--- src/rtl/depq_pkg.sv ---
package depq_pkg;

  localparam int CAPACITY = 64;
  localparam int IDX_W    = $clog2(CAPACITY);
  localparam int CNT_W    = $clog2(CAPACITY + 1);
  localparam int DATA_W   = 32;
  localparam int OP_W     = 2;
  localparam int OCC_W    = 7;
  localparam int STAT_W   = 2;

  typedef enum logic [OP_W-1:0] {
    OP_INSERT     = 2'd0,
    OP_REMOVE_MAX = 2'd1,
    OP_REMOVE_MIN = 2'd2
  } op_t;

  typedef enum logic [STAT_W-1:0] {
    ST_DONE  = 2'd0,
    ST_EMPTY = 2'd1,
    ST_FULL  = 2'd2
  } status_t;

  typedef struct packed {
    logic                     load;
    logic signed [DATA_W-1:0] sample;
    logic signed [DATA_W-1:0] cur_max;
    logic signed [DATA_W-1:0] cur_min;
  } mm_req_t;

  typedef struct packed {
    logic signed [DATA_W-1:0] new_max;
    logic signed [DATA_W-1:0] new_min;
  } mm_rsp_t;

endpackage

--- src/rtl/depq_in_if.sv ---
interface depq_in_if import depq_pkg::*; ();
  logic                     valid;
  logic                     ready;
  logic [OP_W-1:0]          operation;
  logic signed [DATA_W-1:0] value;

  modport source (output valid, output operation, output value, input ready);
  modport sink   (input valid, input operation, input value, output ready);
endinterface

--- src/rtl/depq_out_if.sv ---
interface depq_out_if import depq_pkg::*; ();
  logic                     valid;
  logic                     ready;
  logic signed [DATA_W-1:0] largest;
  logic signed [DATA_W-1:0] smallest;
  logic [OCC_W-1:0]         occupancy;
  logic [STAT_W-1:0]        status;

  modport source (output valid, output largest, output smallest, output occupancy,
                  output status, input ready);
  modport sink   (input valid, input largest, input smallest, input occupancy,
                  input status, output ready);
endinterface

--- src/rtl/double_ended_priority_queue_unit.sv ---
// Channel   Dir  Handshake    Payload
// in_item   in   valid/ready  operation[1:0], value[31:0] signed
// out_item  out  valid/ready  largest, smallest [31:0] signed, occupancy[6:0], status[1:0]
//
// Insert, ignored removal and unused op: idle goes straight to S_DONE to post the result.
// Removal: the single read port of the store walks one entry per cycle, first to
// locate the extreme, then over all n-1 remaining entries to rebuild largest/smallest.
// Reset clears the count and the sequencer; the store itself is not cleared.
// in_item.ready is high only while idle; a finished result waits for out_item.ready.
module double_ended_priority_queue_unit import depq_pkg::*; (
  input  logic        clk,
  input  logic        rst_n,
  depq_in_if.sink     in_item,
  depq_out_if.source  out_item
);

  typedef enum logic [2:0] {S_IDLE, S_FIND, S_MOVE, S_ISSUE, S_SCAN, S_DONE} state_t;

  state_t                   state_r, state_nxt;
  logic [CNT_W-1:0]         count_r, count_nxt;
  logic signed [DATA_W-1:0] max_r, max_nxt;
  logic signed [DATA_W-1:0] min_r, min_nxt;
  logic signed [DATA_W-1:0] target_r, target_nxt;
  logic [IDX_W-1:0]         addr_r, addr_nxt;
  logic [IDX_W-1:0]         hole_r, hole_nxt;
  status_t                  status_r, status_nxt;
  logic                     out_valid_r, out_valid_nxt;
  logic signed [DATA_W-1:0] out_largest_r, out_largest_nxt;
  logic signed [DATA_W-1:0] out_smallest_r, out_smallest_nxt;
  logic [OCC_W-1:0]         out_occ_r, out_occ_nxt;
  status_t                  out_status_r, out_status_nxt;

  logic signed [DATA_W-1:0] mem [CAPACITY];
  logic signed [DATA_W-1:0] rd_data_r;
  logic [IDX_W-1:0]         rd_addr;
  logic                     we;
  logic [IDX_W-1:0]         wa;
  logic signed [DATA_W-1:0] wd;

  logic                     in_fire;
  logic [IDX_W-1:0]         last_idx;
  mm_req_t                  mm_req;
  mm_rsp_t                  mm_rsp;

  assign in_item.ready     = (state_r == S_IDLE);
  assign in_fire           = in_item.valid && in_item.ready;
  assign last_idx          = IDX_W'(count_r - CNT_W'(1));

  assign out_item.valid     = out_valid_r;
  assign out_item.largest   = out_largest_r;
  assign out_item.smallest  = out_smallest_r;
  assign out_item.occupancy = out_occ_r;
  assign out_item.status    = out_status_r;

  // shared extreme tracker: scan samples or the inserted value
  always_comb begin
    mm_req.cur_max = max_r;
    mm_req.cur_min = min_r;
    if (state_r == S_SCAN) begin
      mm_req.sample = rd_data_r;
      mm_req.load   = (addr_r == '0);
    end else begin
      mm_req.sample = in_item.value;
      mm_req.load   = (count_r == '0);
    end
  end

  depq_minmax u_minmax (
    .req (mm_req),
    .rsp (mm_rsp)
  );

  always_ff @(posedge clk) begin
    if (we) begin
      mem[wa] <= wd;
    end
    rd_data_r <= mem[rd_addr];
  end

  always_comb begin
    state_nxt        = state_r;
    count_nxt        = count_r;
    max_nxt          = max_r;
    min_nxt          = min_r;
    target_nxt       = target_r;
    addr_nxt         = addr_r;
    hole_nxt         = hole_r;
    status_nxt       = status_r;
    out_valid_nxt    = out_valid_r;
    out_largest_nxt  = out_largest_r;
    out_smallest_nxt = out_smallest_r;
    out_occ_nxt      = out_occ_r;
    out_status_nxt   = out_status_r;
    rd_addr          = addr_r;
    we               = 1'b0;
    wa               = hole_r;
    wd               = rd_data_r;

    if (out_valid_r && out_item.ready) begin
      out_valid_nxt = 1'b0;
    end

    case (state_r)
      S_IDLE: begin
        if (in_fire) begin
          status_nxt = ST_DONE;
          state_nxt  = S_DONE;
          case (op_t'(in_item.operation))
            OP_INSERT: begin
              if (count_r == CNT_W'(CAPACITY)) begin
                status_nxt = ST_FULL;
              end else begin
                we        = 1'b1;
                wa        = IDX_W'(count_r);
                wd        = in_item.value;
                max_nxt   = mm_rsp.new_max;
                min_nxt   = mm_rsp.new_min;
                count_nxt = count_r + CNT_W'(1);
              end
            end
            OP_REMOVE_MAX, OP_REMOVE_MIN: begin
              if (count_r == '0) begin
                status_nxt = ST_EMPTY;
              end else begin
                target_nxt = (op_t'(in_item.operation) == OP_REMOVE_MAX) ? max_r : min_r;
                rd_addr    = '0;
                addr_nxt   = '0;
                state_nxt  = S_FIND;
              end
            end
            default: begin
              status_nxt = ST_DONE;
            end
          endcase
        end
      end
      S_FIND: begin
        if (rd_data_r == target_r) begin
          hole_nxt  = addr_r;
          rd_addr   = last_idx;
          state_nxt = S_MOVE;
        end else begin
          addr_nxt = addr_r + IDX_W'(1);
          rd_addr  = addr_r + IDX_W'(1);
        end
      end
      S_MOVE: begin
        // last entry fills the hole
        we        = 1'b1;
        wa        = hole_r;
        wd        = rd_data_r;
        count_nxt = count_r - CNT_W'(1);
        state_nxt = (count_r == CNT_W'(1)) ? S_DONE : S_ISSUE;
      end
      S_ISSUE: begin
        rd_addr   = '0;
        addr_nxt  = '0;
        state_nxt = S_SCAN;
      end
      S_SCAN: begin
        max_nxt = mm_rsp.new_max;
        min_nxt = mm_rsp.new_min;
        if (addr_r == last_idx) begin
          state_nxt = S_DONE;
        end else begin
          addr_nxt = addr_r + IDX_W'(1);
          rd_addr  = addr_r + IDX_W'(1);
        end
      end
      S_DONE: begin
        if (!out_valid_r || out_item.ready) begin
          out_valid_nxt    = 1'b1;
          out_largest_nxt  = (count_r == '0) ? '0 : max_r;
          out_smallest_nxt = (count_r == '0) ? '0 : min_r;
          out_occ_nxt      = OCC_W'(count_r);
          out_status_nxt   = status_r;
          state_nxt        = S_IDLE;
        end
      end
      default: begin
        state_nxt = S_IDLE;
      end
    endcase
  end

  always_ff @(posedge clk) begin
    if (!rst_n) begin
      state_r     <= S_IDLE;
      count_r     <= '0;
      out_valid_r <= 1'b0;
      status_r    <= ST_DONE;
    end else begin
      state_r     <= state_nxt;
      count_r     <= count_nxt;
      out_valid_r <= out_valid_nxt;
      status_r    <= status_nxt;
    end
    max_r          <= max_nxt;
    min_r          <= min_nxt;
    target_r       <= target_nxt;
    addr_r         <= addr_nxt;
    hole_r         <= hole_nxt;
    out_largest_r  <= out_largest_nxt;
    out_smallest_r <= out_smallest_nxt;
    out_occ_r      <= out_occ_nxt;
    out_status_r   <= out_status_nxt;
  end

`ifndef SYNTHESIS
  a_count_bound: assert property (@(posedge clk) disable iff (!rst_n)
    count_r <= CNT_W'(CAPACITY))
    else $error("count exceeds capacity");

  a_empty_report: assert property (@(posedge clk) disable iff (!rst_n)
    out_item.valid && out_item.status == ST_EMPTY |->
      out_item.occupancy == '0 && out_item.largest == '0 && out_item.smallest == '0)
    else $error("empty removal reported nonzero contents");

  a_insert_count: assert property (@(posedge clk) disable iff (!rst_n)
    in_fire && op_t'(in_item.operation) == OP_INSERT && count_r != CNT_W'(CAPACITY)
      |=> count_r == $past(count_r) + CNT_W'(1))
    else $error("insert did not advance count");

  a_move_count: assert property (@(posedge clk) disable iff (!rst_n)
    state_r == S_MOVE |=> count_r == $past(count_r) - CNT_W'(1))
    else $error("removal did not reduce count");

  a_scan_nonempty: assert property (@(posedge clk) disable iff (!rst_n)
    state_r == S_SCAN || state_r == S_FIND |-> count_r != '0)
    else $error("store walk with empty queue");
`endif

endmodule

--- src/rtl/depq_minmax.sv ---
module depq_minmax import depq_pkg::*; (
  input  mm_req_t req,
  output mm_rsp_t rsp
);

  always_comb begin
    if (req.load) begin
      rsp.new_max = req.sample;
      rsp.new_min = req.sample;
    end else begin
      rsp.new_max = (req.sample > req.cur_max) ? req.sample : req.cur_max;
      rsp.new_min = (req.sample < req.cur_min) ? req.sample : req.cur_min;
    end
  end

endmodule
--- src/flat_wrapper.sv ---
// flat-port wrapper written by rule: the top's interface ports become plain ports
module double_ended_priority_queue_unit_flat import depq_pkg::*;
  (clk, rst_n, in_item_valid, in_item_operation, in_item_value, in_item_ready, out_item_valid, out_item_largest, out_item_smallest, out_item_occupancy, out_item_status, out_item_ready);
  depq_in_if in_item_i ();
  depq_out_if out_item_i ();
  input  logic clk;
  input  logic rst_n;
  input wire logic [$bits(in_item_i.valid)-1:0] in_item_valid;
  input wire logic [$bits(in_item_i.operation)-1:0] in_item_operation;
  input wire logic [$bits(in_item_i.value)-1:0] in_item_value;
  output wire logic [$bits(in_item_i.ready)-1:0] in_item_ready;
  output wire logic [$bits(out_item_i.valid)-1:0] out_item_valid;
  output wire logic [$bits(out_item_i.largest)-1:0] out_item_largest;
  output wire logic [$bits(out_item_i.smallest)-1:0] out_item_smallest;
  output wire logic [$bits(out_item_i.occupancy)-1:0] out_item_occupancy;
  output wire logic [$bits(out_item_i.status)-1:0] out_item_status;
  input wire logic [$bits(out_item_i.ready)-1:0] out_item_ready;
  assign in_item_i.valid = in_item_valid;
  assign in_item_i.operation = in_item_operation;
  assign in_item_i.value = in_item_value;
  assign in_item_ready = in_item_i.ready;
  assign out_item_valid = out_item_i.valid;
  assign out_item_largest = out_item_i.largest;
  assign out_item_smallest = out_item_i.smallest;
  assign out_item_occupancy = out_item_i.occupancy;
  assign out_item_status = out_item_i.status;
  assign out_item_i.ready = out_item_ready;
  double_ended_priority_queue_unit u_core (.clk(clk), .rst_n(rst_n), .in_item(in_item_i), .out_item(out_item_i));
endmodule
--- config.mk ---
export PLATFORM = sky130hd
export DESIGN_NAME = double_ended_priority_queue_unit_flat
export DESIGN_NICKNAME = d
export VERILOG_FILES = /design/src/rtl/depq_pkg.sv /design/src/rtl/depq_in_if.sv /design/src/rtl/depq_out_if.sv /design/src/rtl/double_ended_priority_queue_unit.sv /design/src/rtl/depq_minmax.sv /design/src/flat_wrapper.sv
export SDC_FILE = /design/constraint.sdc
export NUM_CORES = 2
export LEC_CHECK = 0
export ABC_CLOCK_PERIOD_IN_PS = 8500
export BUFFER_PORTS_ARGS = -buffer_cell sky130_fd_sc_hd__buf_2
export CAP_MARGIN = 20
export CELL_PAD_IN_SITES_DETAIL_PLACEMENT = 1
export CELL_PAD_IN_SITES_GLOBAL_PLACEMENT = 2
export CORE_ASPECT_RATIO = 1.1
export CORE_MARGIN = 1.5
export CORE_UTILIZATION = 46
export DETAILED_ROUTE_END_ITERATION = 12
export GPL_TIMING_DRIVEN = 0
export PLACE_DENSITY_LB_ADDON = 0.1
export SYNTH_ARGS = -nofsm -noshare
export SYNTH_HDL_FRONTEND = slang
export SYNTH_SLANG_ARGS = --single-unit
--- constraint.sdc ---
create_clock -name clk -period 8.5 [get_ports clk]
set_clock_uncertainty 0.05 [all_clocks]
set_input_delay 0.425 -clock clk [delete_from_list [all_inputs] [get_ports clk]]
set_output_delay 0.425 -clock clk [all_outputs]
set_load 0.05 [all_outputs]
==> flow_metrics.tcl <==
set metrics [dict create \
    fin_tns_setup_ns 0 \
    fmax_mhz 142 \
    max-clock-path-buffers 3 \
    syn_to_final_growth_pct 16.0 \
    async_flop_share_pct 0 \
    cts.sinks 2274 \
    cp_max_fo 12 \
    outcome "completed" \
    cts_tree "yes" \
    cp-startpoint "u_core.count_r[0]$_SDFFE_PN0P_" \
    r2r-start "u_core.count_r[0]$_SDFFE_PN0P_" \
    synth_top_flop_cell "edfxtp_1" \
    grt_pass1_vias 59900 \
    clk_pin_slew_ns 0.07 \
    gr-total-overflow 0 \
    drv_cap 0 \
    drt_iter0_drc 7329 \
    required_ns 9.20 \
    io_buffers 112 \
    min_path_type "input pin to flip-flop" \
    netlist_area_um2 91000 \
    min_period_ns 7.06 \
    min_period_over_period_pct 83.1 \
    rsz0062_at_grt "false" \
    grt_start_max_net_pins 65 \
    gp_congestion 1.01 \
    mappedNetlistNets 6667 \
    finalHoldViolations 0 \
    dr.pass1.iters 6 \
    fin_ws_ns 1.44 \
    synth.yosys.seq_area_share_pct 74.6 \
    layout_commonest_cell "edfxtp_1" \
    yosysUniqueCellTypes 83 \
    ys_seq_elements 2274 \
    layout-drive-gt1-share_pct 12.3 \
    vias 60800 \
    ff2ff_setup_slack_ns 1.44 \
    drt-total-wl_mm 335 \
    dp_hpwl_mm 233 \
    ff2ff_path_depth 15 \
    coreArea_um2 197000 \
    layout.nets 7156 \
    wl_per_cell_um 33.7 \
    cts_buffers 232 \
    grtUsageTotal_pct 33.0 \
    num_io_pins 113 \
    viasPerCell 6.11 \
    remaining_drc_errors 0 \
    clk_root_buffer_cell "clkbuf_16" \
    dp_slack_ns 1.70 \
    grt_first_pass_wirelength_mm 462 \
    syn-instance-count 6557 \
    die_area_um2 200000 \
    worst_pin_slew_ns 1.32 \
    insertion_delay_ns 0.91 \
    worstSetupStartpointType "flip-flop" \
    worst-setup-path-type "flip-flop to flip-flop" \
    die_w_um 427 \
    antenna_found_initial 50 \
    final_max_slew_viol_count 0 \
    yosys_warnings 0 \
    die_y_um 469 \
    worstPathArrival_ns 7.76 \
    num_rows 171 \
    finalNonFillerCells 9952 \
    final_cell_mix "edfxtp_1, nand2_1, nand3_1" \
    synth_area_per_cell_um2 13.9 \
    endpoint "u_core.rd_data_r[22]$_DFF_P_" \
    synth_edf_count 2229 \
    initial_core_util_pct 46.2 \
    drtAntennaViolNets 0 \
    slew_headroom_pct 11.7 \
    dp.cells 9368 \
    h-tree-depth 4 \
    rr_endpoint "u_core.rd_data_r[22]$_DFF_P_" \
    worstSetupEndpointType "flip-flop" \
    finalSetupViolCount 0 \
]
cells by family (layout without fill, tap and decap cells):
family	after synthesis	after routing	synth area share (%)
other	0	117	0
DFF	2274	2274	74.6
muxes	249	249	2.74
adders and majority gates	72	72	0.990
and+or+nand+nor	2720	2720	13.0
xor gates and xnor gates	54	54	0.597
buffers and inverters	490	1173	2.44
AOI/OAI and AO/OA	698	698	5.71
stage by stage:
step	cell area, um2	util (%)	hold slack, ns
after floorplan	91000	-	0.356
after global placement	94800	48.1	0.370
after detailed placement	97600	49.5	0.372
after CTS	105000	53.4	0.00394
after global routing	106000	53.6	0.0415
final	106000	53.6	0.0345
cells in the mapped netlist (all sizes together) (46+ instances only):
cell type	number	area, um2
a31oi	156	976
a32oi	235	2070
ha	72	901
mux2i	247	2470
nand4	191	1190
inv	77	289
and3	63	399
o21ai	63	319
edfxtp	2229	66900
nand2	1767	6640
o211ai	56	420
nor2	95	379
nand3	516	2590
a21oi	46	230
clkbuf	164	618
buf	249	1310
worst min path at each step:
| stage | start | end | depth (start not counted) |
|---|---|---|---|
| floorplan | u_core.count_r[5]$_SDFFE_PN0P_ | u_core.out_item.occupancy[5]$_DFFE_PP_ | 0 |
| global placement | u_core.count_r[5]$_SDFFE_PN0P_ | u_core.out_item.occupancy[5]$_DFFE_PP_ | 0 |
| detailed placement | u_core.status_r[0]$_SDFFE_PN0P_ | u_core.out_item.status[0]$_DFFE_PP_ | 0 |
| CTS | in_item_valid | u_core.state_r[0]$_SDFFE_PN0P_ | 3 |
| global route | in_item_value[27] | u_core.max_r[27]$_DFFE_PP_ | 3 |
| finish | in_item_valid | u_core.state_r[0]$_SDFFE_PN0P_ | 3 |
flip-flops by register name (all words and copies together), names as in the netlist, 6 cells and up:
| register | cells |
|---|---|
| u_core.count_r | 7 |
| u_core.target_r | 32 |
| u_core.mem | 2048 |
| u_core.min_r | 32 |
| u_core.hole_r | 6 |
| u_core.out_item.largest | 32 |
| u_core.out_item.smallest | 32 |
| u_core.max_r | 32 |
| u_core.rd_data_r | 32 |
| u_core.addr_r | 6 |
| u_core.out_item.occupancy | 7 |
timing repair:
item	4_1_cts	5_1_grt
gates resized for setup	0	0
endpoints found under the hold margin	65	0
hold buffers	35	0
setup buffers	0	0
worst max-delay path, cell delays in order (launching register included):
cell and delay, ns:
dfxtp_1 0.65, inv_1 0.23, ha_1 0.48, xnor2_1 0.18
nor3_2 0.22, nand3_2 0.17, nor3_4 0.31, nor2_2 0.08
o31a_2 0.45, nor2_4 0.85, buf_2 0.78, buf_2 0.57
a31oi_1 0.18, nand4_1 0.35, nand4_1 0.75, and3_1 0.57
cell type report:
type,instances,area [um2]
buffer,413,1930
sequential,2274,67800
inverter,77,289
timing repair buffer,255,3090
clock inverter,130,1110
tap,2595,3250
multi-input combinational,3793,21600
antenna,117,293
fill,19200,91500
clock buffer,298,6160
metal layers:
layer	vias to the layer above	track usage, %	routed length (um)	share of wire [%]
met5	-	0	64	0.019
met4	12	14.5	15500	4.6
met3	539	5.88	28600	8.5
met2	2851	50.4	154000	46
met1	31700	46.3	137000	41
li1	25700	-	-	-
Power is not shown: default switching activity piles up to over one toggle a cycle in this logic, so the estimate is an artifact.
